## config.mk

```make
export PLATFORM = sky130hd
export DESIGN_NAME = content_length_deframer_top_flat
export DESIGN_NICKNAME = d
export VERILOG_FILES = /design/src/hdl/clfr_pkg.sv /design/src/hdl/clfr_byte_if.sv /design/src/hdl/clfr_result_if.sv /design/src/hdl/content_length_deframer_top.sv /design/src/hdl/clfr_front.sv /design/src/hdl/clfr_queue.sv /design/src/hdl/clfr_back.sv /design/src/flat_wrapper.sv
export VERILOG_INCLUDE_DIRS = /design/src /design/src/hdl
export SDC_FILE = /design/constraint.sdc
export NUM_CORES = 1
export LEC_CHECK = 0
export BUFFER_PORTS_ARGS = -buffer_cell sky130_fd_sc_hd__buf_2
export CORE_MARGIN = 5
export CORE_UTILIZATION = 60
export CTS_BUF_LIST = sky130_fd_sc_hd__clkbuf_16
export DETAILED_ROUTE_END_ITERATION = 7
export PLACE_DENSITY = 0.79
export SLEW_MARGIN = 15
export SYNTH_ARGS = -nofsm -noshare
export SYNTH_HDL_FRONTEND = slang
export SYNTH_SLANG_ARGS = --single-unit
```

## constraint.sdc

```tcl
create_clock -name clk -period 8.41 [get_ports clk]
set_clock_uncertainty 0.1 [all_clocks]
set_input_delay 1.2615 -clock clk [delete_from_list [all_inputs] [get_ports clk]]
set_output_delay 1.2615 -clock clk [all_outputs]
set_load 0.02 [all_outputs]
```

## src/hdl/assert_macros.svh

```systemverilog
// Assertion macros shared by the deframer modules.
`ifndef ASSERT_MACROS_SVH
`define ASSERT_MACROS_SVH

// Check a property at each rising clock edge outside reset.
`define CLFR_ASSERT(lbl, prop, msg) \
  lbl: assert property (@(posedge clk) disable iff (rst) prop) else $error(msg);

// Check a property at each rising clock edge, reset included.
`define CLFR_ASSERT_ALWAYS(lbl, prop, msg) \
  lbl: assert property (@(posedge clk) prop) else $error(msg);

`endif

```

## src/hdl/clfr_pkg.sv

```systemverilog
// Types, constants and helper functions of the content length deframer.
package clfr_pkg;

  localparam int LEN_BITS    = 32;
  localparam int QUEUE_DEPTH = 2;
  localparam int PTR_BITS    = $clog2(QUEUE_DEPTH);
  localparam int CNT_BITS    = $clog2(QUEUE_DEPTH + 1);

  localparam logic [3:0] PREFIX_LEN = 4'd15;

  localparam logic [7:0] CHAR_CR    = 8'h0D;
  localparam logic [7:0] CHAR_LF    = 8'h0A;
  localparam logic [7:0] CHAR_SPACE = 8'h20;
  localparam logic [7:0] CHAR_ZERO  = 8'h30;
  localparam logic [7:0] CHAR_NINE  = 8'h39;

  typedef logic [LEN_BITS-1:0] len_t;
  typedef logic [LEN_BITS+3:0] len_wide_t;

  typedef enum logic [1:0] {
    MODE_PREFIX,
    MODE_SPACES,
    MODE_DIGITS,
    MODE_IGNORE
  } mode_t;

  typedef enum logic [1:0] {
    KIND_BODY,
    KIND_NO_LENGTH,
    KIND_EMPTY
  } kind_t;

  typedef struct packed {
    logic [7:0] body_byte;
    kind_t      kind;
    logic       last;
  } result_t;

  function automatic logic [7:0] prefix_char(logic [3:0] pos);
    logic [7:0] c;
    case (pos)
      4'd0:    c = "C";
      4'd1:    c = "o";
      4'd2:    c = "n";
      4'd3:    c = "t";
      4'd4:    c = "e";
      4'd5:    c = "n";
      4'd6:    c = "t";
      4'd7:    c = "-";
      4'd8:    c = "L";
      4'd9:    c = "e";
      4'd10:   c = "n";
      4'd11:   c = "g";
      4'd12:   c = "t";
      4'd13:   c = "h";
      4'd14:   c = ":";
      default: c = 8'h00;
    endcase
    return c;
  endfunction

endpackage

```

## src/hdl/clfr_byte_if.sv

```systemverilog
// Valid/ready channel that carries one raw stream byte per word.
interface clfr_byte_if;
  logic       valid;
  logic       ready;
  logic [7:0] in_byte;

  modport source (output valid, output in_byte, input ready);
  modport sink (input valid, input in_byte, output ready);
endinterface

```

## src/hdl/clfr_result_if.sv

```systemverilog
// Valid/ready channel that carries one deframer result per word.
interface clfr_result_if;
  logic       valid;
  logic       ready;
  logic [7:0] body_byte;
  logic [1:0] kind;
  logic       last;

  modport source (output valid, output body_byte, output kind, output last, input ready);
  modport sink (input valid, input body_byte, input kind, input last, output ready);
endinterface

```

## src/hdl/content_length_deframer_top.sv

```systemverilog
// Top level of the content length deframer.
// Takes one raw stream byte per cycle and splits the stream into messages: header lines
// ended by CR LF, a blank line, then a body whose length comes from the last valid
// "Content-Length:" line. Each body byte leaves as a kind 0 word (last set on the final
// byte); a header block with no valid length gives one kind 1 word, a zero length one
// kind 2 word. Each result word is written into the result queue and then into the output
// register, whose contents drive the result channel.
// Bytes are taken every cycle while the two-entry result queue has room; the queue
// fills, and the input stalls, only when the sink holds ready low.
module content_length_deframer_top
  import clfr_pkg::*;
(
  input  logic          clk,
  input  logic          rst,
  clfr_byte_if.sink     stream,
  clfr_result_if.source msg
);

  logic    push;
  result_t push_data;
  logic    full;
  logic    pop;
  result_t pop_data;
  logic    empty;

  clfr_front u_front (
    .clk       (clk),
    .rst       (rst),
    .stream    (stream),
    .push      (push),
    .push_data (push_data),
    .full      (full)
  );

  clfr_queue u_queue (
    .clk       (clk),
    .rst       (rst),
    .push      (push),
    .push_data (push_data),
    .full      (full),
    .pop       (pop),
    .pop_data  (pop_data),
    .empty     (empty)
  );

  clfr_back u_back (
    .clk      (clk),
    .rst      (rst),
    .empty    (empty),
    .pop_data (pop_data),
    .pop      (pop),
    .msg      (msg)
  );

endmodule

```

## src/hdl/clfr_front.sv

```systemverilog
// Header parser and body counter: classifies each byte and produces at most one result.
`include "assert_macros.svh"

module clfr_front
  import clfr_pkg::*;
(
  input  logic          clk,
  input  logic          rst,
  clfr_byte_if.sink     stream,
  output logic          push,
  output result_t       push_data,
  input  logic          full
);

  logic       in_body, in_body_next;
  logic       cr_pending, cr_pending_next;
  logic       line_has_content, line_has_content_next;
  mode_t      line_mode, line_mode_next;
  logic [3:0] prefix_pos, prefix_pos_next;
  len_t       digit_accum, digit_accum_next;
  logic       digit_seen, digit_seen_next;
  logic       digit_ovf, digit_ovf_next;
  logic       length_valid, length_valid_next;
  len_t       length_value, length_value_next;
  len_t       body_remaining, body_remaining_next;

  logic       take;
  logic [7:0] b;
  logic       is_digit;
  len_wide_t  scaled;
  len_t       remaining_dec;
  logic [3:0] pos_inc;

  assign stream.ready = !full;
  assign take         = stream.valid && !full;
  assign b            = stream.in_byte;
  assign is_digit     = (b >= CHAR_ZERO) && (b <= CHAR_NINE);
  assign scaled       = ({4'b0, digit_accum} << 3) + ({4'b0, digit_accum} << 1)
                        + len_wide_t'(b[3:0]);
  assign remaining_dec = body_remaining - len_t'(1);
  assign pos_inc       = prefix_pos + 4'd1;

  always_ff @(posedge clk) begin
    if (rst) begin
      in_body          <= 1'b0;
      cr_pending       <= 1'b0;
      line_has_content <= 1'b0;
      line_mode        <= MODE_PREFIX;
      prefix_pos       <= 4'd0;
      digit_accum      <= '0;
      digit_seen       <= 1'b0;
      digit_ovf        <= 1'b0;
      length_valid     <= 1'b0;
      length_value     <= '0;
      body_remaining   <= '0;
    end else begin
      in_body          <= in_body_next;
      cr_pending       <= cr_pending_next;
      line_has_content <= line_has_content_next;
      line_mode        <= line_mode_next;
      prefix_pos       <= prefix_pos_next;
      digit_accum      <= digit_accum_next;
      digit_seen       <= digit_seen_next;
      digit_ovf        <= digit_ovf_next;
      length_valid     <= length_valid_next;
      length_value     <= length_value_next;
      body_remaining   <= body_remaining_next;
    end
  end

  always_comb begin
    in_body_next          = in_body;
    cr_pending_next       = cr_pending;
    line_has_content_next = line_has_content;
    line_mode_next        = line_mode;
    prefix_pos_next       = prefix_pos;
    digit_accum_next      = digit_accum;
    digit_seen_next       = digit_seen;
    digit_ovf_next        = digit_ovf;
    length_valid_next     = length_valid;
    length_value_next     = length_value;
    body_remaining_next   = body_remaining;
    push                  = 1'b0;
    push_data.body_byte   = 8'h00;
    push_data.kind        = KIND_BODY;
    push_data.last        = 1'b1;

    if (take) begin
      if (in_body) begin
        push                = 1'b1;
        push_data.body_byte = b;
        push_data.last      = (remaining_dec == '0);
        body_remaining_next = remaining_dec;
        if (remaining_dec == '0) begin
          in_body_next = 1'b0;
        end
      end else if (cr_pending && b == CHAR_LF) begin
        cr_pending_next       = 1'b0;
        line_has_content_next = 1'b0;
        line_mode_next        = MODE_PREFIX;
        prefix_pos_next       = 4'd0;
        digit_accum_next      = '0;
        digit_seen_next       = 1'b0;
        digit_ovf_next        = 1'b0;
        if (line_has_content) begin
          if (line_mode == MODE_DIGITS && digit_seen && !digit_ovf) begin
            length_valid_next = 1'b1;
            length_value_next = digit_accum;
          end
        end else if (!length_valid) begin
          push           = 1'b1;
          push_data.kind = KIND_NO_LENGTH;
        end else if (length_value == '0) begin
          length_valid_next = 1'b0;
          push              = 1'b1;
          push_data.kind    = KIND_EMPTY;
        end else begin
          in_body_next        = 1'b1;
          body_remaining_next = length_value;
          length_valid_next   = 1'b0;
          length_value_next   = '0;
        end
      end else if (cr_pending) begin
        // lone CR is content that no valid line can hold
        line_has_content_next = 1'b1;
        line_mode_next        = MODE_IGNORE;
        cr_pending_next       = (b == CHAR_CR);
      end else if (b == CHAR_CR) begin
        cr_pending_next = 1'b1;
      end else begin
        line_has_content_next = 1'b1;
        case (line_mode)
          MODE_PREFIX: begin
            if (prefix_pos < PREFIX_LEN && b == prefix_char(prefix_pos)) begin
              prefix_pos_next = pos_inc;
              if (pos_inc == PREFIX_LEN) begin
                line_mode_next = MODE_SPACES;
              end
            end else begin
              line_mode_next = MODE_IGNORE;
            end
          end
          MODE_SPACES, MODE_DIGITS: begin
            if (line_mode == MODE_SPACES && b == CHAR_SPACE) begin
              line_mode_next = MODE_SPACES;
            end else if (is_digit) begin
              line_mode_next  = MODE_DIGITS;
              digit_seen_next = 1'b1;
              if (!digit_ovf) begin
                if (scaled[LEN_BITS+3:LEN_BITS] != 4'd0) begin
                  digit_ovf_next = 1'b1;
                end else begin
                  digit_accum_next = scaled[LEN_BITS-1:0];
                end
              end
            end else begin
              line_mode_next = MODE_IGNORE;
            end
          end
          default: begin
            line_mode_next = MODE_IGNORE;
          end
        endcase
      end
    end
  end

  `CLFR_ASSERT(a_body_len_cleared, in_body |-> !length_valid, "length kept inside body")
  `CLFR_ASSERT(a_body_count_live, in_body |-> (body_remaining != '0), "body with no bytes left")
  `CLFR_ASSERT(a_status_ends_msg, (push && push_data.kind != KIND_BODY) |=> !in_body,
               "status result left parser in body")

endmodule

```

## src/hdl/clfr_queue.sv

```systemverilog
// Short result queue between the parser and the output stage.
`include "assert_macros.svh"

module clfr_queue
  import clfr_pkg::*;
(
  input  logic    clk,
  input  logic    rst,
  input  logic    push,
  input  result_t push_data,
  output logic    full,
  input  logic    pop,
  output result_t pop_data,
  output logic    empty
);

  result_t               entries [QUEUE_DEPTH];
  logic [PTR_BITS-1:0]   wr_ptr;
  logic [PTR_BITS-1:0]   rd_ptr;
  logic [CNT_BITS-1:0]   count;

  assign full     = (count == CNT_BITS'(QUEUE_DEPTH));
  assign empty    = (count == '0);
  assign pop_data = entries[rd_ptr];

  always_ff @(posedge clk) begin
    if (push) begin
      entries[wr_ptr] <= push_data;
    end
  end

  always_ff @(posedge clk) begin
    if (rst) begin
      wr_ptr <= '0;
      rd_ptr <= '0;
      count  <= '0;
    end else begin
      if (push) begin
        wr_ptr <= (wr_ptr == PTR_BITS'(QUEUE_DEPTH - 1)) ? '0 : wr_ptr + 1'b1;
      end
      if (pop) begin
        rd_ptr <= (rd_ptr == PTR_BITS'(QUEUE_DEPTH - 1)) ? '0 : rd_ptr + 1'b1;
      end
      if (push && !pop) begin
        count <= count + 1'b1;
      end else if (pop && !push) begin
        count <= count - 1'b1;
      end
    end
  end

  `CLFR_ASSERT(a_no_overflow, full |-> !push, "word pushed into full queue")
  `CLFR_ASSERT(a_no_underflow, empty |-> !pop, "word popped from empty queue")
  `CLFR_ASSERT(a_count_up, (push && !pop) |=> (count == $past(count) + 1'b1),
               "queue count lost a push")

endmodule

```

## src/hdl/clfr_back.sv

```systemverilog
// Output register stage that drains the result queue onto the result channel.
`include "assert_macros.svh"

module clfr_back
  import clfr_pkg::*;
(
  input  logic          clk,
  input  logic          rst,
  input  logic          empty,
  input  result_t       pop_data,
  output logic          pop,
  clfr_result_if.source msg
);

  logic    valid_q;
  result_t data_q;

  assign pop           = !empty && (!valid_q || msg.ready);
  assign msg.valid     = valid_q;
  assign msg.body_byte = data_q.body_byte;
  assign msg.kind      = data_q.kind;
  assign msg.last      = data_q.last;

  always_ff @(posedge clk) begin
    if (rst) begin
      valid_q <= 1'b0;
    end else if (pop) begin
      valid_q <= 1'b1;
    end else if (msg.ready) begin
      valid_q <= 1'b0;
    end
  end

  always_ff @(posedge clk) begin
    if (pop) begin
      data_q <= pop_data;
    end
  end

  `CLFR_ASSERT(a_fill_idle_stage, (!empty && !valid_q) |=> valid_q,
               "queued word not moved to idle output")
  `CLFR_ASSERT_ALWAYS(a_reset_idle, rst |=> !valid_q, "output valid after reset")

endmodule

```

## src/flat_wrapper.sv

```systemverilog
// flat-port wrapper written by rule: the top's interface ports become plain ports
module content_length_deframer_top_flat import clfr_pkg::*;
  (clk, rst, stream_valid, stream_in_byte, stream_ready, msg_valid, msg_body_byte, msg_kind, msg_last, msg_ready);
  clfr_byte_if stream_i ();
  clfr_result_if msg_i ();
  input  logic clk;
  input  logic rst;
  input wire logic [$bits(stream_i.valid)-1:0] stream_valid;
  input wire logic [$bits(stream_i.in_byte)-1:0] stream_in_byte;
  output wire logic [$bits(stream_i.ready)-1:0] stream_ready;
  output wire logic [$bits(msg_i.valid)-1:0] msg_valid;
  output wire logic [$bits(msg_i.body_byte)-1:0] msg_body_byte;
  output wire logic [$bits(msg_i.kind)-1:0] msg_kind;
  output wire logic [$bits(msg_i.last)-1:0] msg_last;
  input wire logic [$bits(msg_i.ready)-1:0] msg_ready;
  assign stream_i.valid = stream_valid;
  assign stream_i.in_byte = stream_in_byte;
  assign stream_ready = stream_i.ready;
  assign msg_valid = msg_i.valid;
  assign msg_body_byte = msg_i.body_byte;
  assign msg_kind = msg_i.kind;
  assign msg_last = msg_i.last;
  assign msg_i.ready = msg_ready;
  content_length_deframer_top u_core (.clk(clk), .rst(rst), .stream(stream_i), .msg(msg_i));
endmodule
```

==> summary.md <==
| Metric | Value |
|---|---|
| DRC | 0 |
| Core area | 15660 µm² |
| Final Setup Violations | 0 |
| Ys Warns | 0 |
| GPL Wtd Cong | 0.9476 |
| CTS resizes | 0 |
| Pwr dens | 167.2 nW/µm² |
| Final ANT Viol Nets | 0 |
| Post-Place Cells | 1307 |
| Sequential area share after synthesis | 0.3586 |
| CP endpoint kind | register |
| Fill cell count | 1338 |
| Largest cells by area after synthesis | dfxtp_1 25%, edfxtp_1 10%, ha_1 10% |
| FF/Latch Area | 3393 µm² |
| Core Rows | 46 |
| Clock Pin Slew Worst Setup and Hold Paths | 0.06 ns |
| Critical Path Source Type | primary input |
| Met1 usage | 0.3606 |
| Layout cells sized above 1 | 0.08549 |
| Routed len/inst | 16.93 µm |
| Die Width | 135.6 µm |
| Most common cell on crit path | inv_1 |
| First DRT Iteration DRCs | 587 |
| Clock latency on the worst-skew pair | 0.43 ns |
| RSZ-0062 raised after global routing | false |
| Post-synth ARST share | 0 |
| Status | finished, final reports clean |
| Total GRT Usage | 0.2508 |
| Die H | 135.6 µm |
| Slew Limit Fails | 0 |
| Nets@finish | 1201 |
| EDFF count, synth | 33 |
| Cell chain of the critical path | buf_2, inv_1, fa_1, inv_1, ha_1, a21oi_1, o22ai_1, a221oi_1, a2111oi_0, a21boi_0, o221ai_1, xnor2_1, o2111ai_4, buf_4, mux2i_1 |
| Post-route cell area | 10310 µm² |
| Die ar. | 18380 µm² |
| CTS tree | done |
| Hold Path End | u_core.u_back.msg.valid$_SDFFE_PP0P_ |
| Global-route wire length before repair | 37760 µm |
| Hold Path Stages | 2 |
| Layout Utilization | 0.6588 |
| FF-to-FF Start | u_core.u_front.digit_accum[0]$_SDFFE_PP0P_ |
| Setup Buffers After CTS | 0 |
| Fin crit period | 5.345 ns |
| Seq cells post-synth | 153 |
| WP data arrival | 5.59 ns |
| Initial core utilization | 0.6044 |
| Actual slew at the worst max-slew pin | 1.061 ns |
| Placed instance area | 9724 µm² |
| Max Buffers Root-to-Sink | 2 |
| Worst R2R End | u_core.u_front.digit_accum[17]$_SDFFE_PP0P_ |
| Initial antenna violation count | 0 |
| Final cycle utilization of the critical path | 0.6355 |
| Net count after synthesis | 1204 |
| Leak pwr | 4.378 nW |
| Grt met2 use | 0.3786 |
| Vias in the first global route | 7636 |
| Synthesis-to-finish area growth | 9.005% |
| TritonCTS buffer count | 17 |
| Multi-input logic area | 5777 µm² |
| Ant. Diodes | 0 |
| Synthesized area | 9462 µm² |
| Max Clk Rate | 0.1871 GHz |
| Mean number of vias per cell | 6.167 |
| Slew margin rel. | 0.2919 |
| PortBufs | 24 |
| Crit path largest cell delay | 0.82 ns |
| Yosys cell types | 70 |
| Min-Delay Path Class | register to register |
| Top cell type's share of synthesized area | 0.2539 |
| Post-DP HPWL | 16140 µm |
| Vias | 8258 |
| Layout Cells excl Fill | 1339 |
| H-tree Lvls | 4 |
| R2R setup slack | 3.69 ns |
| Largest net degree at the start of global routing | 92 |
| First drt pass iteration count | 5 |
| TNS Setup | 0 ns |
| WP data required | 8.66 ns |
| Total gr overflow | 0 |
| Cells after synthesis | 1113 |
| Crit-path max FO | 31 |
| Hold Buf Count CTS | 0 |
| Clock sink total | 153 |
| Worst vdd ir | 0.0001459 V |
| GR Util met3 | 0.04495 |
| Clock Tree Root | clkbuf_16 |
| Total of max-cap violations | 0 |
| WS Path Type | primary input to register |
| Ys flop type | dfxtp_1 |
| Final wirelength | 22670 µm |
| Hold Vio Cnt, Final | 0 |
| Cell taking the most area after synthesis | dfxtp_1 |
| CP max-delay cell | a2111oi_0 |
| I/O pin count | 25 |
| Synthesized area per cell | 8.501 µm² |
| Hold Crit Start | u_core.u_back.msg.valid$_SDFFE_PP0P_ |
| Worst Reg-to-Reg Cells | 14 |
| Top Usage Layer GRT | met2 |
==> final cells by class <==
type                    count  area share
clock inverters            15     0.01541
multi-input cells         877      0.5601
inverters                  29     0.01055
repair buffers             32     0.01747
clock buffers              17     0.04125
well taps                 216     0.02620
flip-flops and latches    153      0.3290
==> cell usage after synthesis (3+ instances only) <==
library cell / count
a22oi_1: 55
o31ai_1: 6
and3_1: 8
a2111oi_0: 8
o21ai_1: 4
nand2b_1: 13
nand2_1: 117
a31oi_1: 8
a211oi_1: 10
mux2i_1: 38
or2_2: 4
and2_2: 4
clkbuf_1: 47
dfxtp_1: 120
mux2_2: 12
xor2_1: 14
nand4b_1: 3
or3_1: 13
nand3_1: 25
a21oi_1: 85
o21ai_0: 60
ha_1: 77
nor2_1: 118
o211ai_1: 8
xnor2_1: 29
nor2b_1: 16
o21bai_1: 3
or4_4: 4
or4_1: 7
edfxtp_1: 33
nor3_1: 33
a21o_1: 6
and2_1: 16
nor4_1: 15
buf_2: 3
a21boi_0: 3
nand4_1: 10
inv_1: 28
o21a_1: 4
nor3b_1: 4
o2111ai_1: 3
==> state kept, by name, indices dropped and copies added, names as in the netlist, 2 cells and up, named ones only <==
signal                         cells
u_core.u_front.body_remaining     32
u_core.u_front.digit_accum        32
u_core.u_front.length_value       32
u_core.u_queue.entries            22
u_core.u_back.msg.body_byte        8
u_core.u_front.prefix_pos          4
u_core.u_back.msg.kind             2
u_core.u_front.line_mode           2
u_core.u_queue.count               2
==> stage by stage <==
stage / hold WS, ns / worst slack (ns) / power (mW)
floorplan: 0.3403 / 3.735 / 0.9403
global placement: 0.3562 / 2.920 / 0.9833
detailed placement: 0.3677 / 2.756 / 0.9886
CTS: 0.3930 / 3.192 / 1.733
global route: 0.4138 / 2.836 / 1.782
finish: 0.3920 / 3.065 / 1.724
==> kinds of logic after synthesis <==
group | after synthesis | share of synthesized area
simple gates | 421 | 0.2170
compound gates | 284 | 0.1898
flops | 153 | 0.3586
buf+inv | 83 | 0.03425
fa+ha+maj | 79 | 0.1061
mux | 50 | 0.05448
xor+xnor | 43 | 0.03980
==> worst max-delay path: cells and delay by family <==
kind	cells	cell delay (ns)
muxes	1	0.27
AOI/OAI and AO/OA	7	2.23
buffers and inverters	4	0.79
adders and majority gates	2	0.87
xor gates and xnor gates	1	0.17
==> routing by layer <==
metal  up-vias  wire length (µm)
met5         -                 0
met4         0               573
met3        44              1149
met2       253              9957
met1      3887             10990
li1       4074                 -
==> layout by cell type, fill, tap and decap left out, types with 16 or more instances in the layout <==
master	count
ha_1	77
buf_2	24
a22oi_1	55
o21ai_0	60
a21oi_1	85
and2_1	16
nand2_1	117
nor3_1	33
inv_1	29
nand3_1	25
dfxtp_1	120
clkbuf_16	17
nor2_1	114
mux2i_1	38
xnor2_1	29
edfxtp_1	33
nor2b_1	16
==> how the worst max path moves through the flow <==
stage	from	endpoint	slack [ns]	depth (start not counted)
detailed placement	stream_in_byte[3]	u_core.u_front.digit_accum[5]$_SDFFE_PP0P_	2.76	15
global placement	stream_in_byte[3]	u_core.u_front.digit_accum[10]$_SDFFE_PP0P_	2.92	15
floorplan	stream_in_byte[3]	u_core.u_front.digit_accum[10]$_SDFFE_PP0P_	3.74	14
global route	stream_in_byte[3]	u_core.u_front.digit_accum[13]$_SDFFE_PP0P_	2.84	15
finish	stream_in_byte[3]	u_core.u_front.digit_accum[17]$_SDFFE_PP0P_	3.07	15
CTS	stream_in_byte[3]	u_core.u_front.digit_accum[17]$_SDFFE_PP0P_	3.19	15
==> where the power goes <==
group / leakage, nW / internal, mW / switching, mW
Sequential: 1.32 / 0.786 / 0.0221
Combinational: 2.77 / 0.0602 / 0.106
Clock: 0.288 / 0.419 / 0.331
Total: 4.38 / 1.27 / 0.459
No activity file was read; power rests on OpenSTA's default activity.
